[src/rtl/strs_ram.sv]
// ----------------------------------------------------------------------------
// Generic RAM
// One write port and one read port, read data registered.
// ----------------------------------------------------------------------------
`default_nettype none

module strs_ram #(
    parameter int WIDTH = 8,
    parameter int DEPTH = 16
) (
    input  wire logic                     i_clk,
    input  wire logic                     i_we,
    input  wire logic [$clog2(DEPTH)-1:0] i_waddr,
    input  wire logic [WIDTH-1:0]         i_wdata,
    input  wire logic [$clog2(DEPTH)-1:0] i_raddr,
    output      logic [WIDTH-1:0]         o_rdata
);

    logic [WIDTH-1:0] r_mem [DEPTH];

    always_ff @(posedge i_clk) begin
        if (i_we) begin
            r_mem[i_waddr] <= i_wdata;
        end
        o_rdata <= r_mem[i_raddr];
    end

endmodule

`default_nettype wire

[config.mk]
export PLATFORM = sky130hd
export DESIGN_NAME = strs_ram
export DESIGN_NICKNAME = d
export VERILOG_FILES = /design/src/rtl/strs_ram.sv
export SDC_FILE = /design/constraint.sdc
export NUM_CORES = 1
export LEC_CHECK = 0
export BUFFER_PORTS_ARGS = -buffer_cell sky130_fd_sc_hd__buf_2
export CAP_MARGIN = 20
export CORE_MARGIN = 4
export CORE_UTILIZATION = 65
export CTS_BUF_LIST = sky130_fd_sc_hd__clkbuf_4 sky130_fd_sc_hd__clkbuf_8 sky130_fd_sc_hd__clkbuf_16
export CTS_CLUSTER_DIAMETER = 80
export DETAILED_ROUTE_END_ITERATION = 8
export HOLD_SLACK_MARGIN = 0.1
export PLACE_DENSITY = 0.84
export SLEW_MARGIN = 40
export SYNTH_ARGS = -nofsm -noshare
export SYNTH_HDL_FRONTEND = slang
export SYNTH_SLANG_ARGS = --single-unit
[constraint.sdc]
create_clock -name i_clk -period 2.69 [get_ports i_clk]
set_clock_uncertainty 0.05 [all_clocks]
set_input_delay 0.269 -clock i_clk [delete_from_list [all_inputs] [get_ports i_clk]]
set_output_delay 0.269 -clock i_clk [all_outputs]
set_load 0.005 [all_outputs]
; After elaboration in Yosys (flattened, before gate mapping)
; Memory sizes are Yosys's and may differ from the RTL's. A register that Yosys moved wholly into a read port is not among the register bits.
; Index checks and enable logic that the tools add are counted.
; W data, S select, Z words.
[word_totals]
ram_bits = 128
wordCells = 3
in_bits = 18
memories = 1
register_bits = 0
[op_classes]
mux = 2
[memory_table]
columns = memory, words, width, read_ports, rd_clocked_by_memory_dff, write_ports, line
row1 = r_mem, 16, 8, 1, 1, 1, 19  ; logic [WIDTH-1:0] r_mem [DEPTH];
[op_table]
columns = op, count
row1 = $mux W1, 2

; Longest topological paths before layout
; Gate-level depths: netlist of the first run.
[depth]
depth_word = 2
depth_mapped = 5
mapped_depth_nobuf = 3

; Worst setup path after synthesis of the first run
; Ideal clock, no wire load.
[synth_timing]
kind = input-to-reg
start = input i_waddr[2]
end = memory r_mem[0][0], enable pin
setup_slack_ns = 0.878
cell_stages = 2
arrival_time_ns = 1.379
t_required_ns = 2.257
n_path_buf = 0
cell_sequence = or3b_2 nor3_1
[synth_rtl]
columns = element, line
row1 = from (decl), 13  ; input wire logic [$clog2(DEPTH)-1:0] i_waddr,
row2 = to (decl), 19
; Straight into the memory's write port.

==> results of run 1 <==
-- cells by family (layout without fill, tap and decap cells) --
| family | count (synthesis) | after routing |
|---|---|---|
| buffers and inverters | 10 | 75 |
| flip-flops | 136 | 136 |
| AO/OA/AOI/OAI | 16 | 16 |
| AND/OR/NAND/NOR | 35 | 35 |
| multiplexers | 32 | 32 |
-- final cells by class --
type                       count  area [sq um]
fill                         363          1610
multi-input combinational     83          1070
tap                          102           128
sequential                   136          4000
clock inverter                12           178
clock buffer                  20           443
timing repair buffer          43           293
-- registers in the layout, indices dropped and copies added (netlist names) --
name / count
o_rdata: 8
r_mem: 128
-- worst reg2reg max path: stages, from the launching register on --
cell                       delay (ns)
sky130_fd_sc_hd__edfxtp_1        0.39
sky130_fd_sc_hd__mux4_1          0.60
sky130_fd_sc_hd__a22oi_1         0.30
sky130_fd_sc_hd__nand2_1         0.09
-- layer usage --
metal / vias to the layer above / track usage, % / routed length, um
met5: - / 0 / 0
met4: 0 / 10.8 / 333
met3: 28 / 9.01 / 1070
met2: 189 / 38.5 / 5560
met1: 1376 / 36.0 / 4280
li1: 1077 / - / -
-- per-stage QoR --
stage / total power, W / instance area (sq um)
2_1_floorplan: 0.00254 / 5150
3_3_place_gp: 0.00263 / 5400
3_5_place_dp: 0.00264 / 5410
4_1_cts: 0.00503 / 6110
5_1_grt: 0.00516 / 6110
6_report: 0.00501 / 6110
-- power by group --
group          switching (W)  internal (W)  total [W]
Combinational       0.000132     0.0000981   0.000230
Sequential         0.0000187       0.00237    0.00239
Clock               0.000841       0.00155    0.00239
-- worst max-delay path by stage --
stage / cells after the start / startpoint / slack [ns] / end
finish: 3 / r_mem[1][1]$_DFFE_PP_ / 1.15 / o_rdata[1]$_DFF_P_
global route: 3 / r_mem[3][1]$_DFFE_PP_ / 1.11 / o_rdata[1]$_DFF_P_
CTS: 3 / r_mem[1][1]$_DFFE_PP_ / 1.15 / o_rdata[1]$_DFF_P_
detailed placement: 3 / i_waddr[2] / 0.73 / r_mem[2][7]$_DFFE_PP_
global placement: 3 / i_waddr[2] / 0.81 / r_mem[2][0]$_DFFE_PP_
floorplan: 2 / i_waddr[2] / 0.88 / r_mem[0][0]$_DFFE_PP_
-- repair_timing --
| item | 4_1_cts | 5_1_grt |
|---|---|---|
| hold buffers | 8 | 0 |
| gates resized for setup | 0 | 0 |
| hold endpoints to repair | 114 | 0 |
-- cell usage after synthesis --
master,number,share of area (%)
sky130_fd_sc_hd__nand3b_1,2,0.29
sky130_fd_sc_hd__buf_2,3,0.29
sky130_fd_sc_hd__buf_4,1,0.15
sky130_fd_sc_hd__nand3_1,1,0.097
sky130_fd_sc_hd__mux4_1,14,7.1
sky130_fd_sc_hd__nor2b_1,1,0.12
sky130_fd_sc_hd__and2_1,1,0.12
sky130_fd_sc_hd__and2b_1,1,0.15
sky130_fd_sc_hd__buf_6,3,0.66
sky130_fd_sc_hd__dfxtp_1,8,3.1
sky130_fd_sc_hd__a22oi_1,16,2.3
sky130_fd_sc_hd__nand2b_1,2,0.24
sky130_fd_sc_hd__clkdlybuf4s25_2,3,0.58
sky130_fd_sc_hd__or3b_2,1,0.17
sky130_fd_sc_hd__edfxtp_1,128,75
sky130_fd_sc_hd__nand2_1,9,0.66
sky130_fd_sc_hd__mux4_2,18,7.9
sky130_fd_sc_hd__nor2_1,13,0.95
sky130_fd_sc_hd__nor3_1,4,0.39
==> impl.org, run 1 <==
** Run status
- Status :: completed

** Global routing
- For this run the aggregate overflow at the end of global routing stands at 0.
- Antenna violations before repair :: 0
- The first global-routing pass estimated 17,300 um of wire.
- Entering global routing, the biggest net connects 33 pins.
- The via count of the first global-routing pass was 2,701.
- Tot GR Track Use :: 26.0%

** Clock network
- CTS sink count :: 136
- After clock tree synthesis, the clock-pin slew on the worst setup and hold paths is 0.06 ns.
- Root Buffer :: sky130_fd_sc_hd__clkbuf_8
- Total clock buffers created by CTS :: 17
- The H-tree was split into 4 levels.
- Once the clock tree was built, the setup fixing pass inserted 0 buffers.
- TritonCTS built the clock tree.
- Maximum count of clock buffers along a single path :: 2
- For the worst-skew pair, the clock arrives at the later sink with an insertion delay of 0.52 ns.

** Hold path
- Worst Hold Path EP :: r_mem[0][6]$_DFFE_PP_
- Worst hold path class :: in2reg
- Startpoint of the lowest-slack hold path :: i_waddr[0]
- Hold path cells :: 3

** Timing
- Post-Route Setup TNS :: 0 ns
- Max Transition Viols Final :: 0
- The final critical path takes up 57.1% of the cycle.
- The final hold violation count is 0.
- The tightest hold path in the finished design has a slack of 0.258 ns.
- Setup repair after global routing left no endpoint under its margin.
- Final count of negative-setup-slack endpoints :: 0
- Worst Max-Slew Pin Slew :: 0.737 ns
- Clock period minus worst slack :: 1.54 ns
- Worst slew margin relative to its limit :: 50.7%
- Top achievable clock speed :: 651 MHz
- Final WS setup :: 1.15 ns

** Floorplanning
- Core Region :: 7730 sq um
- The floorplan has 32 rows.
- Effective utilization at floorplan :: 66.6%
- The floorplan step set the die height to 97.0 um.
- Total Die Area :: 9410 sq um
- Overall die width :: 97.0 um
- Boundary pin count :: 26

** Worst setup path
- Crit path buffers/inverters :: 0
- Counting cells, the worst reg-to-reg path comes to 3.
- Reg-to-reg setup timing slack :: 1.15 ns
- Ordered cell list for the critical path :: mux4_1 > a22oi_1 > nand2_1
- At the worst endpoint, the arrival time is 1.88 ns.
- Source of the worst register-to-register timing path :: r_mem[1][1]$_DFFE_PP_
- Crit start category :: flip-flop
- Max Fanout on Critical Path :: 1
- Slowest library cell on the worst path :: sky130_fd_sc_hd__mux4_1
- FF-to-FF End :: o_rdata[1]$_DFF_P_
- In this design, the stage delay of the slowest critical-path cell is 0.60 ns.
- STA puts the critical path data required time at 3.04 ns.
- Top Family by Delay on Critical Path :: multiplexers
- Endpoint kind of the worst setup timing path :: flip-flop
- Worst setup path class :: reg2reg

** Logic synthesis
- Adder-cell share of the synthesized area :: 0%
- Mapped Avg Cell Area :: 22.5 sq um
- Post-synth cell types :: 19
- By area, the combinational part of the netlist is dominated by multiplexers.
- Number of synthesized register bits :: 136
- Summing the areas of all xor and xnor instances in the mapped netlist gives 0% of the synthesized area.
- Complex-gate fraction of the synthesized area :: 2.33%
- Syn. warnings :: 0
- Post-synth net total :: 247
- Portion of the post-synthesis area used by sequential elements :: 77.8%
- Combined area of all synthesized cells :: 5150 sq um
- The cell count after synthesis came out at 229.
- Post-synthesis mux area share :: 15.0%
- Area fraction in and, or, nand and nor cells after synthesis :: 3.18%

** Placed design
- The number of placed instances, taps included, is 356.
- OpenSTA, run right after detailed placement, puts the worst setup slack at 0.733 ns.
- During placement, the flow inserted port buffers numbering 25.
- At the end of routability-driven placement, the weighted congestion stood at 0.746.
- Detailed Place HPWL :: 6050 um

** Detailed routing
- Wires add up to 11,200 um.
- The detail route stage leaves a number of antenna-violating nets equal to 0.
- First-pass iteration count of the detailed router :: 6
- Using the TritonRoute via totals, the vias-per-cell ratio works out to 6.74.
- The routed layout has 2,670 vias.
- Dividing the detail-routed wire length by the instance count gives 28.4 um.
- For this run, design rule violations remaining after detail routing come to 0.
- Initial DRC count :: 351

** Finish
- The net count of the finished layout is 299.
- Final Non-Filler Cells :: 396
- The top cell types in the final layout, fill and taps aside, are 128 x sky130_fd_sc_hd__edfxtp_1, 25 x sky130_fd_sc_hd__buf_2, 18 x sky130_fd_sc_hd__mux4_2.
- Cells with a size suffix above 1 make up 31.0% of the layout.
- For this run, the share of the core covered by cells in the final layout is 79.1%.
- Relative to the synthesized area, the layout overhead comes to 18.8%.
- Most common cell after layout, fill and taps aside :: sky130_fd_sc_hd__edfxtp_1
- ANT cells :: 0

** Pwr
- Maximum ir drop on the vdd rail :: 558 uV
- Leakage power of the design :: 2.09 nW
- Power Density :: 819 nW/um^2

** Flow run
- Max Cap Violations :: 0
Note: power is estimated with default switching activity, not from simulation.
==> run 2: changes to the inputs <==
- ABC_AREA: unset -> 1
- CORE_UTILIZATION: 65 -> 55
- PLACE_DENSITY: 0.84 -> 0.75
- clock period: 2.69 -> 1.4 ns (I/O delays scaled with it)
==> run 2 against run 1 <==
Against the previous run:
- utilization down 12 points
- die area rose by 30%
- largest cell class unchanged
- register-to-register slack worse by 0.83 ns
- total power increased by 110%
- combinational power increased to 2.6 times the previous value
- count of clock-buffer cells in the layout decreased by 2
==> impl.org, run 2 <==
** Worst setup path
- Launch point of the worst path :: o_rdata[5]$_DFF_P_
- Max Fanout on Critical Path :: 1
- The number of buffers and inverters on the critical path is 1.
- Slowest cell delay on critical path :: 0.37 ns
- Worst setup path class :: reg2out
- Slowest library cell on the worst path :: sky130_fd_sc_hd__dfxtp_1
- Arrival time at the worst endpoint :: 1.03 ns
- Cell count of the worst reg-to-reg path :: 6
- Reg-to-reg setup timing slack :: 0.32 ns
- The endpoint identified for the worst register-to-register timing path is o_rdata[2]$_DFF_P_.
- The kind of cell with the highest combined delay along the critical path is flip-flops.
- Endpoint kind of the worst setup timing path :: primary output
- The startpoint identified for the worst register-to-register timing path is r_mem[1][2]$_DFFE_PP_.
- Crit start category :: flip-flop
- The critical path goes through buf_2.
- Required time worst endpoint :: 1.21 ns

** Logic synthesis
- Mapped Cells :: 551
- Dividing the synthesized area by the synthesized cell count gives 10.5 sq um.
- Portion of the post-synthesis area used by sequential elements :: 69.4%
- Post-synth net total :: 569
- Ranked by total cell area, the synthesized netlist is headed by sky130_fd_sc_hd__edfxtp_1 67%, sky130_fd_sc_hd__nand2_1 11%, sky130_fd_sc_hd__nand3_1 8.4%.
- Post-synth cell types :: 12
- Most frequent cell after synthesis :: sky130_fd_sc_hd__nand2_1
- Top post-synthesis cells by count :: 173 x sky130_fd_sc_hd__nand2_1, 128 x sky130_fd_sc_hd__edfxtp_1, 100 x sky130_fd_sc_hd__inv_1, 97 x sky130_fd_sc_hd__nand3_1, 17 x sky130_fd_sc_hd__nor2_1
- In the synthesized netlist the dominant register cell turns out to be sky130_fd_sc_hd__edfxtp_1.
- Combined area of all synthesized cells :: 5770 sq um
- For this run, the number of Yosys warnings is 0.
- Largest area contributor in the netlist :: sky130_fd_sc_hd__edfxtp_1
- After synthesis the netlist holds a flip-flop and latch count of 136.
- In the synthesized netlist the async set-or-reset flop fraction comes to 0%.
- The share of synthesized area in the top cell type comes to 66.7%.
- Number of enable flip-flop cells after synthesis :: 128

** Clock network
- After clock tree synthesis, the repair step resized 0 gates.
- In this run, post-CTS hold repair placed 10 buffers.
- Clock-pin slew was measured on the worst setup and hold paths at 0.06 ns.
- Clock tree synthesis selected as its root buffer the cell sky130_fd_sc_hd__clkbuf_8.
- Counting along the longest clock path gives a buffer depth of 2.
- CTS tree :: built
- Number of setup buffers added after CTS :: 0
- The tree built by TritonCTS fans out to 136 sinks.
- Clock latency on the worst-skew pair, taken at its later pin, is 0.53 ns.
- Total clock buffers created by CTS :: 17
- Maximum level of the CTS H-tree :: 4

** Hold path
- For hold timing, the worst endpoint is o_rdata[1]$_DFF_P_.
- The startpoint identified for the worst hold timing path is i_raddr[1].
- Worst hold path class :: in2reg
- The worst hold path passes through 6 cells.

** Floorplanning
- Effective utilization at floorplan :: 56.1%
- During I/O placement, the number of pins put on the boundary was 26.
- Overall die width :: 110 um
- The floorplan step defined a core boundary enclosing 10,300 sq um.
- The die covers 12,200 sq um.
- The die is 110 um tall.
- The floorplan has 37 rows.

** Timing
- Final count of negative-setup-slack endpoints :: 0
- Worst slew margin relative to its limit :: 73.3%
- After layout, the worst path uses 86.9% of the clock period.
- Worst Max-Slew Pin Slew :: 0.401 ns
- Top achievable clock speed :: 822 MHz
- Max Transition Viols Final :: 0
- Setup repair after global routing missed its margin :: false
- Clock period minus worst slack :: 1.22 ns
- Setup total negative slack on the finished layout was measured at 0 ns.
- The final hold violation count was 0.

** Placed design
- Cell area after placement :: 6130 sq um
- Detailed Place HPWL :: 7780 um
- In this run the tool buffered the top-level ports with 25 buffer cells.
- At the end of routability-driven placement, the weighted congestion stood at 0.869.

** Finish
- The finished cells cover 6930 sq um.
- Number of nets in the layout :: 625
- In the final layout, the share of cells above drive strength 1 is 13.7%.
- The register with the most flip-flops in the layout has 128 of them.
- Biggest register :: r_mem
- The library cell used most frequently in the layout, excluding fill and tap cells, is sky130_fd_sc_hd__nand2_1.
- 0 antenna diodes ended up in the layout.
- The largest registers in the layout are r_mem: 128 flops, o_rdata: 8 flops.
- The layout has 763 filler cells.
- Compared with the post-synthesis result, the final layout area differs by 20.1%.
- Leaving out fill and tap cells, the most frequent cells in the layout are 173 x sky130_fd_sc_hd__nand2_1, 128 x sky130_fd_sc_hd__edfxtp_1, 100 x sky130_fd_sc_hd__inv_1.

** Global routing
- The via count of the first global-routing pass was 4,097.
- The first global-routing pass estimated 21,200 um of wire.
- Tot GR Track Use :: 24.3%
- The number of antenna violations at the first check in global routing was 0.
- GRT Residual Overflow :: 0
- Entering global routing, the biggest net connects 48 pins.

** Detailed routing
- The pre-antenna-repair detailed-routing pass consisted of 5 iterations.
- The detailed router placed 3,991 vias in this run.
- The first routing iteration left 480 violations.
- Dividing the detail-routed wire length by the instance count gives 17.4 um.
- Via count normalized by instance count :: 5.28
- Detailed Route WL :: 13,100 um
- After detailed routing, the number of remaining DRC violations is 0.
- The count of nets left with antenna violations once routing finished came out at 0.

** Pwr
- In this run the static leakage power is 3.05 nW.
- Maximum ir drop on the vdd rail :: 1020 uV
- Dividing total power by cell area gives a power density of 1500 nW/um^2.

** Run status
- Status :: completed

** Flow run
- The tool flagged a number of max-cap violations equal to 0.
## run 2: layout make-up
class / instances / area [sq um] / area share [%]
Inverter: 102 / 383 / 5.53
Clock inverter: 14 / 270 / 3.90
Timing Repair Buffer: 61 / 458 / 6.61
Tap cell: 136 / 170 / 2.46
Multi-Input combinational cell: 289 / 1210 / 17.5
Clock buffer: 18 / 428 / 6.18
Sequential cell: 136 / 4000 / 57.8
## run 2: per-layer routing
layer / wire, um / track usage (%)
met2: 6550 / 40.1
met1: 5290 / 30.5
met4: 292 / 11.0
met5: 0 / 0
met3: 994 / 6.12
## run 2: kinds of logic (layout without fill, tap and decap cells)
logic type,after synthesis,after routing,share of synthesized area (%)
DFF,136,136,69.4
and+or+nand+nor,289,289,21.0
buffers and inverters,126,195,9.52
## run 2: worst max-delay path by stage
stage                                         to  cells after the start  slack (ns)
final                                 o_rdata[5]                      1        0.18
after global routing                  o_rdata[5]                      1        0.15
after CTS                             o_rdata[5]                      1        0.15
after detailed placement      o_rdata[4]$_DFF_P_                      8        0.16
after global placement        o_rdata[3]$_DFF_P_                      9        0.17
after floorplan           r_mem[10][0]$_DFFE_PP_                      2        0.26
## run 2: worst min-delay path: stages
cell and delay (ns):
sky130_fd_sc_hd__buf_2 0.10, sky130_fd_sc_hd__inv_2 0.11, sky130_fd_sc_hd__nand3_1 0.11, sky130_fd_sc_hd__nand3_1 0.08, sky130_fd_sc_hd__nand3_1 0.08, sky130_fd_sc_hd__nand2_1 0.07
## run 2: through the flow
stage	util, %	hold WS [ns]	power (W)	cells	setup WS, ns
finish	67.4	0.177	0.0104	756	0.183
CTS	67.4	0.152	0.0104	756	0.150
global placement	59.6	0.466	0.00520	714	0.173
floorplan	-	0.189	0.00498	551	0.259
detailed placement	59.6	0.469	0.00522	714	0.155
global route	67.4	0.192	0.0107	756	0.147
## run 2: where the power goes
part | total [W] | leakage [nW] | switching, W | internal, W
Clock | 0.00521 | 0.341 | 0.00171 | 0.00350
Sequential | 0.00458 | 1.22 | 0.0000265 | 0.00455
Combinational | 0.000587 | 1.48 | 0.000392 | 0.000195
