==> src/rtl/strs_pkg.sv <==
// ----------------------------------------------------------------------------
// Segment time range select: shared types and constants
// Table depth, field widths, operation and status codes, and the structs
// that pass between the sequencer and the multiply-divide unit.
// ----------------------------------------------------------------------------
`default_nettype none

package strs_pkg;

    localparam int TABLE_DEPTH = 64;
    localparam int IW          = $clog2(TABLE_DEPTH);
    localparam int CW          = $clog2(TABLE_DEPTH + 1);

    localparam int TIME_W  = 32;
    localparam int PTS_W   = 48;
    localparam int OP_W    = 2;
    localparam int STAT_W  = 3;
    localparam int OIDX_W  = 6;

    localparam int PROD_W    = PTS_W + TIME_W;
    localparam int MUL_STEPS = TIME_W;
    localparam int DIV_STEPS = PROD_W;
    localparam int STEP_W    = $clog2(DIV_STEPS + 1);

    localparam logic [OP_W-1:0] OP_CLEAR  = 2'd0;
    localparam logic [OP_W-1:0] OP_APPEND = 2'd1;
    localparam logic [OP_W-1:0] OP_QUERY  = 2'd2;

    localparam logic [STAT_W-1:0] ST_SEGMENT  = 3'd0;
    localparam logic [STAT_W-1:0] ST_APPENDED = 3'd1;
    localparam logic [STAT_W-1:0] ST_CLEARED  = 3'd2;
    localparam logic [STAT_W-1:0] ST_NO_MATCH = 3'd3;
    localparam logic [STAT_W-1:0] ST_FULL     = 3'd4;
    localparam logic [STAT_W-1:0] ST_BAD_SEG  = 3'd5;

    typedef struct packed {
        logic [TIME_W-1:0] start_time;
        logic [TIME_W-1:0] end_time;
        logic [PTS_W-1:0]  start_pts;
        logic [PTS_W-1:0]  end_pts;
    } t_entry;

    typedef struct packed {
        logic              start;
        logic [PTS_W-1:0]  d;
        logic [TIME_W-1:0] a;
        logic [TIME_W-1:0] b;
    } t_md_req;

    typedef struct packed {
        logic             busy;
        logic             done;
        logic [PTS_W-1:0] quot;
    } t_md_rsp;

endpackage

`default_nettype wire

==> src/rtl/strs_muldiv.sv <==
// ----------------------------------------------------------------------------
// Segment time range select: shift-add multiply, restoring divide
// Computes floor(d * a / b) one bit per cycle: a multiply phase of one step
// per bit of a, then a divide phase of one step per bit of the product.
// ----------------------------------------------------------------------------
`default_nettype none

module strs_muldiv (
    input  wire logic              i_clk,
    input  wire logic              i_rst_n,
    input  wire strs_pkg::t_md_req i_req,
    output      strs_pkg::t_md_rsp o_rsp
);
    import strs_pkg::*;

    logic               r_busy;
    logic               r_div;
    logic               r_done;
    logic [STEP_W-1:0]  r_cnt;
    logic [PROD_W-1:0]  r_acc;
    logic [TIME_W-1:0]  r_rem;
    logic [TIME_W-1:0]  r_a;
    logic [TIME_W-1:0]  r_b;
    logic [PTS_W-1:0]   r_d;

    logic [PROD_W-1:0]  mul_acc;
    logic [TIME_W:0]    trial;
    logic               qbit;

    always_comb begin
        mul_acc = {r_acc[PROD_W-2:0], 1'b0} + (r_a[TIME_W-1] ? PROD_W'(r_d) : '0);
        trial   = {r_rem, r_acc[PROD_W-1]};
        qbit    = (trial >= {1'b0, r_b});
    end

    always_ff @(posedge i_clk) begin
        if (!i_rst_n) begin
            r_busy <= 1'b0;
            r_div  <= 1'b0;
            r_done <= 1'b0;
            r_cnt  <= '0;
        end else begin
            r_done <= 1'b0;
            if (i_req.start && !r_busy) begin
                r_busy <= 1'b1;
                r_div  <= 1'b0;
                r_cnt  <= STEP_W'(MUL_STEPS);
            end else if (r_busy) begin
                if (r_cnt == STEP_W'(1)) begin
                    if (!r_div) begin
                        r_div <= 1'b1;
                        r_cnt <= STEP_W'(DIV_STEPS);
                    end else begin
                        r_busy <= 1'b0;
                        r_done <= 1'b1;
                    end
                end else begin
                    r_cnt <= r_cnt - STEP_W'(1);
                end
            end
        end
    end

    always_ff @(posedge i_clk) begin
        if (i_req.start && !r_busy) begin
            r_acc <= '0;
            r_rem <= '0;
            r_a   <= i_req.a;
            r_b   <= i_req.b;
            r_d   <= i_req.d;
        end else if (r_busy && !r_div) begin
            r_acc <= mul_acc;
            r_a   <= {r_a[TIME_W-2:0], 1'b0};
        end else if (r_busy) begin
            // The remainder stays below b, so it always fits the time width.
            r_rem <= qbit ? TIME_W'(trial - {1'b0, r_b}) : trial[TIME_W-1:0];
            r_acc <= {r_acc[PROD_W-2:0], qbit};
        end
    end

    assign o_rsp.busy = r_busy;
    assign o_rsp.done = r_done;
    assign o_rsp.quot = r_acc[PTS_W-1:0];

endmodule

`default_nettype wire
==> config.mk <==
export PLATFORM = sky130hd
export DESIGN_NAME = strs_muldiv
export DESIGN_NICKNAME = d
export VERILOG_FILES = /design/src/rtl/strs_pkg.sv /design/src/rtl/strs_muldiv.sv
export SDC_FILE = /design/constraint.sdc
export NUM_CORES = 1
export LEC_CHECK = 0
export BUFFER_PORTS_ARGS = -buffer_cell sky130_fd_sc_hd__buf_2
export CAP_MARGIN = 20
export CELL_PAD_IN_SITES_DETAIL_PLACEMENT = 1
export CELL_PAD_IN_SITES_GLOBAL_PLACEMENT = 1
export CORE_UTILIZATION = 49
export DETAILED_ROUTE_END_ITERATION = 10
export GPL_TIMING_DRIVEN = 0
export PLACE_DENSITY = 0.91
export RECOVER_POWER = 50
export SETUP_SLACK_MARGIN = 0.02
export SKIP_LAST_GASP = 1
export SLEW_MARGIN = 20
export SYNTH_ARGS = -nofsm -noshare
export SYNTH_HDL_FRONTEND = slang
export SYNTH_SLANG_ARGS = --single-unit
==> constraint.sdc <==
create_clock -name i_clk -period 6.3 [get_ports i_clk]
set_input_delay 1.26 -clock i_clk [delete_from_list [all_inputs] [get_ports i_clk]]
set_output_delay 1.26 -clock i_clk [all_outputs]
set_load 0.01 [all_outputs]
======== Yosys cells after proc, flatten, opt, wreduce, memory -nomap -nowiden ========
Index checks and enable logic that the tools add are counted.
operators by class
  add/sub/neg operators ................... 3
  magnitude comparators ................... 1
  eq/ne operators ......................... 3
  muxes and demuxes ....................... 15
  bitwise operators ....................... 4
  reductions and logical operators ........ 13
operators with widths
  kind                                                                      number
  80-bit two-way mux                                                        2
  32-bit two-way mux                                                        3
  80-bit by 48-bit adder with 80-bit output                                 1
  48-bit two-way mux                                                        1
  33-bit by 32-bit greater-or-equal comparator with 1-bit output            1
  32-bit subtractor                                                         1
  7-bit two-way mux                                                         2
  6-bit two-way mux                                                         2
  2-bit AND reduction                                                       4
  7-bit by 1-bit == test with 1-bit output (second input constant)          1
  7-bit by 1-bit subtractor with 7-bit output (second input constant)       1
  2-bit nonzero test                                                        3
  1-bit two-way mux                                                         5
  1-bit NOT                                                                 4
  4-bit OR reduction                                                        1
  3-bit by 2-bit inequality test with 1-bit output (second input constant)  1
  1-bit logical AND                                                         2
  1-bit zero test                                                           2
  2-bit inequality test (second input constant)                             1
  2-bit OR reduction                                                        1
word-level totals
  bits in registers ....................... 234
  input bits .............................. 115
  logic and storage cells ................. 49

======== Depth between registers and ports, before layout ========
Gate-level depths: netlist of run 1.
  depth after elaboration ................. 4
  gate-level depth with buffers ........... 16
  depth with buffers taken out ............ 13

======== Worst setup path before layout of run 1 ========
No wires, ideal clock.
  path type ............................... input-to-reg
  from .................................... input port i_req[112] in the netlist's numbering
  to ...................................... register r_b[0], enable pin
  setup time .............................. 476 ps
  arrival ................................. 3,843 ps
  data required time ...................... 5,824 ps
  setup slack ............................. 1,981 ps
  cell stages on the path ................. 3
  buffers on the path ..................... 1
  path through ............................ nand2_1 -> clkinv_1 -> clkbuf_1
between the ends
  word-level cells in the longest chain between the ends .. 1
ends and longest elaborated chain
  what                  line               RTL
  from (decl)           strs_muldiv.sv:11  input wire strs_pkg::t_md_req i_req,
  1-bit logical AND     strs_muldiv.sv:65  if (i_req.start && !r_busy) begin
  to (signal assigned)  strs_muldiv.sv:69  r_b <= i_req.b;
  to (decl)             strs_muldiv.sv:23  logic [TIME_W-1:0] r_b;
No other way between the ends.
A chain may end at the register's enable or synchronous reset.

======== Final worst setup path of run 1 ========
  from .................................... register r_a[31]
  to ...................................... register r_acc[67]
between the ends
  word-level cells in the longest chain between the ends .. 3
ends and longest elaborated chain
  what                                       line               RTL
  from (decl)                                strs_muldiv.sv:22  logic [TIME_W-1:0] r_a;
  from (signal assigned)                     strs_muldiv.sv:68  r_a <= i_req.a;
  from (signal assigned)                     strs_muldiv.sv:73  r_a <= {r_a[TIME_W-2:0], 1'b0};
  48-bit two-way mux                         strs_muldiv.sv:31  mul_acc = {r_acc[PROD_W-2:0], 1'b0} + (r_a[TIME_W-1] ? PROD_W'(r_d) : '0);
  80-bit by 48-bit adder with 80-bit output  strs_muldiv.sv:31
  80-bit two-way mux                         strs_muldiv.sv:71  end else if (r_busy && !r_div) begin
  to (signal assigned)                       strs_muldiv.sv:72  r_acc <= mul_acc;
  to (signal assigned)                       strs_muldiv.sv:77  r_acc <= {r_acc[PROD_W-2:0], qbit};
  to (decl)                                  strs_muldiv.sv:20  logic [PROD_W-1:0] r_acc;
No other way between the ends.

==> results of run 1 <==
worst paths after layout:
path               endpoint  depth (start not counted)  slack (ns)
setup / recovery  r_acc[67]                         14        1.39
hold / removal    r_acc[68]                          2        0.49
setup reg to reg  r_acc[67]                         14        1.39
hold reg to reg   r_acc[68]                          2        0.49
per-layer routing:
metal | GRT usage | vias up | wire length, µm
li1 | - | 6496 | -
met1 | 0.385 | 6906 | 20400
met2 | 0.523 | 476 | 23300
met3 | 0.0411 | 150 | 2530
met4 | 0.142 | 0 | 2140
met5 | 0 | - | 0
power by group through the flow:
stage	registers [mW]	logic [mW]	clock network, mW
6_report	1.88	1.20	1.91
5_1_grt	1.89	1.31	1.98
4_1_cts	1.88	1.20	1.92
3_5_place_dp	1.91	1.17	0
3_3_place_gp	1.91	1.11	0
2_1_floorplan	1.85	0.838	0
cell families (layout without fill, tap and decap cells):
| kind of cell | count (synthesis) | count (layout) |
|---|---|---|
| buffers and inverters | 215 | 432 |
| and+or+nand+nor | 581 | 581 |
| AOI/OAI and AO/OA | 474 | 474 |
| other | 0 | 1 |
| muxes | 30 | 30 |
| xor gates and xnor gates | 80 | 80 |
| DFF | 234 | 234 |
| adders and majority gates | 83 | 83 |
cells in the final DEF, fill, tap and decap left out, types with 45 or more instances in the layout:
master / synthesis / layout
and2_1: 52 / 52
a21oi_1: 117 / 117
xnor2_1: 49 / 49
nor2_1: 74 / 74
inv_1: 71 / 71
ha_1: 81 / 81
edfxtp_1: 112 / 112
nand2_1: 234 / 233
clkbuf_1: 68 / 77
clkbuf_4: 0 / 45
dfxtp_1: 122 / 122
buf_2: 15 / 177
o21ai_0: 125 / 125
state kept, by name, indices dropped and copies added (netlist names):
| name | flops |
|---|---|
| r_div | 1 |
| r_acc | 80 |
| r_busy | 1 |
| r_d | 48 |
| r_rem | 32 |
| r_done | 1 |
| r_a | 32 |
| r_b | 32 |
| r_cnt | 7 |
worst register-to-register path, delay by kind of cell, from the launching register on:
kind / cells / cell delay, ns
DFF: 1 / 0.49
and+or+nand+nor: 4 / 1.07
AOI/OAI and AO/OA: 6 / 1.95
adders and majority gates: 2 / 0.64
buffers and inverters: 2 / 0.62
layout make-up:
class	instances	area, µm²	share of cell area
repair buffers	165	846	0.0490
well taps	390	488	0.0283
flip-flops and latches	234	5810	0.337
plain buffers	143	747	0.0433
multi-input cells	1248	8010	0.464
clock inverters	19	315	0.0183
diodes	1	2.50	0.000145
clock buffers	33	771	0.0447
inverters	72	270	0.0157
metrics by stage:
stage	hold WS (ns)	setup slack, ns
6_report	0.488	1.39
5_1_grt	0.503	1.19
4_1_cts	0.489	1.49
3_5_place_dp	0.481	1.56
3_3_place_gp	0.457	0.625
2_1_floorplan	0.443	1.98
==> flow_summary.json, run 1 <==
{
  "status": "finished, violations left",
  "violations": "max-capacitance violations, max-slew violations",
  "clock_latency_ns": 0.57,
  "cts_tree": "built",
  "syn-num-nets": 1895,
  "grt_util_all_layers": 0.307,
  "cp_top_family": "compound AO/OA/AOI/OAI gates",
  "drc": 0,
  "ys.flop_type": "dfxtp_1",
  "final_nets": 2090,
  "cp.required_ns": 6.73,
  "numCtsBuffers": 28,
  "syn2layout_area_growth_pct": 16.2,
  "finalInstanceArea_um2": 17300,
  "post-route-period-util": 0.780,
  "p_sw_frac": 0.314,
  "min_from": "r_acc[68]",
  "finalClockSkew_ns": 0.0175,
  "total_power_mw": 4.99,
  "cp-start-kind": "flop",
  "dpl.hpwl_um": 34900,
  "cp_num_buf_inv": 2,
  "die_x_um": 176,
  "drv_slew": 42,
  "syn_area_per_cell_um2": 8.75,
  "synth-simple-area-share": 0.192,
  "synth_top_family_by_area": "compound AO/OA/AOI/OAI gates",
  "synth_compound_area_frac": 0.209,
  "p_comb_frac": 0.241,
  "path_max_fanout": 10,
  "grt_max_degree": 49,
  "postCtsHoldBufs": 0,
  "cts_resized": 0,
  "critPathKind": "flop to flop",
  "dp_cells": 2252,
  "vias": 14000,
  "syn_area_um2": 14800,
  "ant_nets": 0,
  "intPower_mw": 3.43,
  "ir_drop_mv": 0.222,
  "grt_pass1_vias": 14700,
  "muxShareOfSynthArea": 0.0203,
  "clockBufferDepth": 3,
  "synth_most_common_cell": "nand2_1",
  "async_reset_ff_frac": 0,
  "synth_cells": 1697,
  "ys_types": 83,
  "synth_seq_area_share": 0.391,
  "synth_edf_count": 112,
  "cellLeakagePower_nw": 7.33,
  "grt_pass1_wl_um": 76300,
  "core_um2": 29700,
  "setup_viol": 0,
  "p_seq_frac": 0.377,
  "synth.largest_area_cell": "edfxtp_1",
  "cp-end-kind": "flop",
  "finalHoldViolCount": 0,
  "drt-total-wl_um": 48400,
  "power_switching_mw": 1.57,
  "fin_cells": 2305,
  "rsz0062_at_grt": "false",
  "final_core_util": 0.580,
  "die_area_um2": 31000,
  "grt_antenna_before_repair": 1,
  "crit_slowest_cell": "a31oi_1",
  "tns_ns": 0,
  "die_h_um": 176,
  "avgRoutedWirePerCell_um": 21.0,
  "cts_sinks": 234,
  "initial_core_util": 0.499,
  "drtPass1Iterations": 6,
  "core.rowCount": 63,
  "io_buffers": 164,
  "worstReg2RegStart": "r_a[31]",
  "worstPathArrival_ns": 5.34,
  "clk_pin_slew_ns": 0.06,
  "cts_root_buf": "clkbuf_16",
  "max-slew-margin-rel": -0.598,
  "ys_warn_count": 0,
  "p_per_area_nw_per_um2": 289,
  "synth.top_cell.area_share": 0.227,
  "ys_seq_elements": 234,
  "drv_cap": 1,
  "synthXorXnorAreaFrac": 0.0472,
  "worst_pin_slew_ns": 2.40,
  "fmax_mhz": 204,
  "synthTopCellsByArea": "edfxtp_1, dfxtp_1, ha_1, nand2_1, o21ai_0",
  "postCtsSetupBuffers": 0,
  "layout-drive-gt1-share": 0.158,
  "cpPeakStageDelay_ns": 0.54,
  "crit_path_start": "r_a[31]",
  "globalplace.congestion": 0.929,
  "period_needed_ns": 4.91,
  "synthAdderAreaFrac": 0.0710,
  "placed_area_um2": 16200,
  "synthTopCellsByCount": "nand2_1, o21ai_0, dfxtp_1",
  "drt_iter0_drc": 1116,
  "overflow": 0,
  "pwr-share-clk": 0.382,
  "hp-class": "flop to flop",
  "routed_via_density": 6.09,
  "fill_cells": 3557,
  "h-tree-depth": 1,
  "path_cells": "clkbuf_1 -> and2_1 -> ha_1 -> inv_1 -> fa_1 -> nor2b_1 -> o211ai_1 -> a31oi_1 -> a32oi_1 -> a31o_1 -> o21ai_4 -> a2bb2oi_1 -> and3_1 -> or3_1",
  "io_pins": 165
}
(Power assumes the default switching activity.)
==> inputs of run 2 (changes only) <==
CORE_UTILIZATION = 45   (was 49)
PLACE_DENSITY = 0.84   (was 0.91)
clock period = 4.8 ns   (was 6.3 ns; I/O delays follow)
==> run 2 against run 1 <==
Highest routed layer unchanged; worst hold slack lost 0.012 ns; the run still ends with max-capacitance violations, max-slew violations left; flip-flop and latch count is the same; sequential share of layout area is essentially flat; global-route usage shrank 3.0 points; non-clock buffer count is the same; core utilization shrank 4.8 points; via count shrank 2.7%; cell count grew 2.2%; combinational power grew 29%; routed wire length shrank 2.8%; design area grew 0.12%; total power grew 29%.
==> flow_summary.json, run 2 (synthesis results as in run 1) <==
{
  "status": "finished, violations left",
  "violations": "max-capacitance violations, max-slew violations",
  "clk_pin_slew_ns": 0.06,
  "core_um2": 32500,
  "hp-class": "flop to flop",
  "dp_cells": 2304,
  "initial_core_util": 0.457,
  "top_register": "r_acc",
  "cts_root_buf": "clkbuf_16",
  "avgRoutedWirePerCell_um": 20.0,
  "layout-drive-gt1-share": 0.156,
  "vias": 13700,
  "cts_tree": "built",
  "overflow": 0,
  "post-route-period-util": 0.943,
  "largest_register_ffs": 80,
  "drt-total-wl_um": 47000,
  "largestRegisters": "r_acc (80), r_d (48)",
  "holdPathEnd": "r_rem[11]",
  "total_power_mw": 6.45,
  "cp-end-kind": "flop",
  "grt_max_degree": 47,
  "final_nets": 2089,
  "reg2reg_to": "r_acc[67]",
  "crit_slowest_cell": "a31oi_1",
  "core.rowCount": 66,
  "die_h_um": 184,
  "clock_latency_ns": 0.57,
  "routed_via_density": 5.80,
  "fin_cells": 2355,
  "die_x_um": 184,
  "finalClockSkew_ns": 0.0285,
  "fin_ws_ns": 0.275,
  "fill_cells": 3904,
  "p_per_area_nw_per_um2": 373,
  "drc": 0,
  "cp_num_buf_inv": 2,
  "fmax_mhz": 221,
  "grt_pass1_wl_um": 74600,
  "cpPeakStageDelay_ns": 0.49,
  "pre_cts_ws_ns": 0.151,
  "h-tree-depth": 1,
  "drtPass1Iterations": 5,
  "setup_viol": 0,
  "ir_drop_mv": 0.297,
  "critPathKind": "flop to flop",
  "grt_pass1_vias": 14300,
  "min_from": "r_rem[11]",
  "drv_slew": 44,
  "final_core_util": 0.532,
  "numCtsBuffers": 27,
  "cts_sinks": 234,
  "grt_antenna_before_repair": 1,
  "grt_util_all_layers": 0.277,
  "io_pins": 165,
  "cp_top_family": "compound AO/OA/AOI/OAI gates",
  "r2r_cells": 14,
  "drv_cap": 1,
  "worst_pin_slew_ns": 2.49,
  "cp.required_ns": 5.23,
  "worstPathArrival_ns": 4.96,
  "globalplace.congestion": 0.914,
  "dpl.hpwl_um": 34400,
  "postCtsSetupBuffers": 0,
  "cp-start-kind": "flop",
  "r2r_slack_ns": 0.28,
  "die_area_um2": 33700,
  "worstReg2RegStart": "r_a[31]",
  "rsz0062_at_grt": "false",
  "ant_nets": 0,
  "path_cells": "clkbuf_2 -> and2_1 -> ha_1 -> inv_1 -> fa_1 -> nor2b_1 -> o211ai_1 -> a31oi_1 -> a32oi_1 -> a31o_1 -> o21ai_4 -> a2bb2oi_1 -> and3_1 -> or3_1",
  "clockBufferDepth": 3,
  "cellLeakagePower_nw": 7.31,
  "max-slew-margin-rel": -0.659,
  "io_buffers": 164,
  "path_max_fanout": 10,
  "layout_commonest_cell": "nand2_1",
  "finalHoldViolCount": 0,
  "syn2layout_area_growth_pct": 16.4,
  "drt_iter0_drc": 817,
  "min_path_cells": 2,
  "period_needed_ns": 4.52,
  "mostFrequentLayoutCells": "nand2_1, buf_2, o21ai_0, dfxtp_1, a21oi_1"
}
-- run 2: cell count changes in the layout (fill, tap and decap cells not counted), sizes merged --
| cell | change |
|---|---|
| bufinv | -2 |
| clkinvlp | -3 |
| buf | -4 |
| clkinv | -1 |
| clkbuf | +7 |
| inv | +1 |
-- run 2: worst max-delay path by stage --
stage	startpoint	to	slack, ns	cells after the start
6_report	r_a[31]	r_acc[67]	0.28	14
2_1_floorplan	i_req[112]	r_b[0]	0.78	3
5_1_grt	r_a[31]	r_acc[59]	0.04	14
3_5_place_dp	r_a[31]	r_acc[59]	0.15	14
3_3_place_gp	i_req[112]	r_d[46]	-0.56	4
4_1_cts	r_a[31]	r_acc[67]	0.1	14
-- run 2: per-stage QoR --
stage                     hold slack [ns]  instance area [µm²]  setup TNS [ns]
after floorplan                     0.443                14800               0
after global placement              0.457                16200          -47.95
after detailed placement            0.470                16200               0
after CTS                           0.481                17300               0
after global routing                0.511                17300               0
final                               0.476                17300               0
-- run 2: per-layer routing --
layer / vias to the layer above / part of all wire / GRT usage / routed length [µm]
li1: 6506 / - / - / -
met1: 6691 / 0.44 / 0.352 / 20600
met2: 352 / 0.48 / 0.480 / 22800
met3: 106 / 0.042 / 0.0313 / 2000
met4: 0 / 0.037 / 0.106 / 1730
met5: - / 0 / 0 / 0
-- run 2: tightest hold or removal path: cells and delay by family (launching register included) --
| kind | cells | cell delay, ns |
|---|---|---|
| simple gates | 1 | 0.05 |
| flops | 1 | 0.32 |
| compound gates | 1 | 0.05 |
-- run 2: what timing repair did --
| item | CTS | global route |
|---|---|---|
| endpoints found under the setup margin | 0 | 22 |
| hold buffers | 0 | 0 |
| resized for setup | 0 | 3 |
| hold endpoints to repair | 0 | 0 |
-- run 2: final cells by class --
| type | instances | area [µm²] | share of cell area |
|---|---|---|---|
| well taps | 442 | 553 | 0.0320 |
| flip-flops and latches | 234 | 5810 | 0.336 |
| clock buffers | 36 | 826 | 0.0478 |
| clock inverters | 14 | 223 | 0.0129 |
| inverters | 72 | 270 | 0.0156 |
| multi-input cells | 1248 | 8010 | 0.464 |
| repair buffers | 165 | 832 | 0.0482 |
| plain buffers | 143 | 748 | 0.0433 |
| diodes | 1 | 2.50 | 0.000145 |
-- run 2: report_power, final --
part | internal (mW) | switching, mW | leakage [nW] | total, mW
sequential | 2.29 | 0.179 | 2.08 | 2.47
combinational | 0.627 | 0.924 | 4.71 | 1.55
clock | 1.53 | 0.902 | 0.523 | 2.43
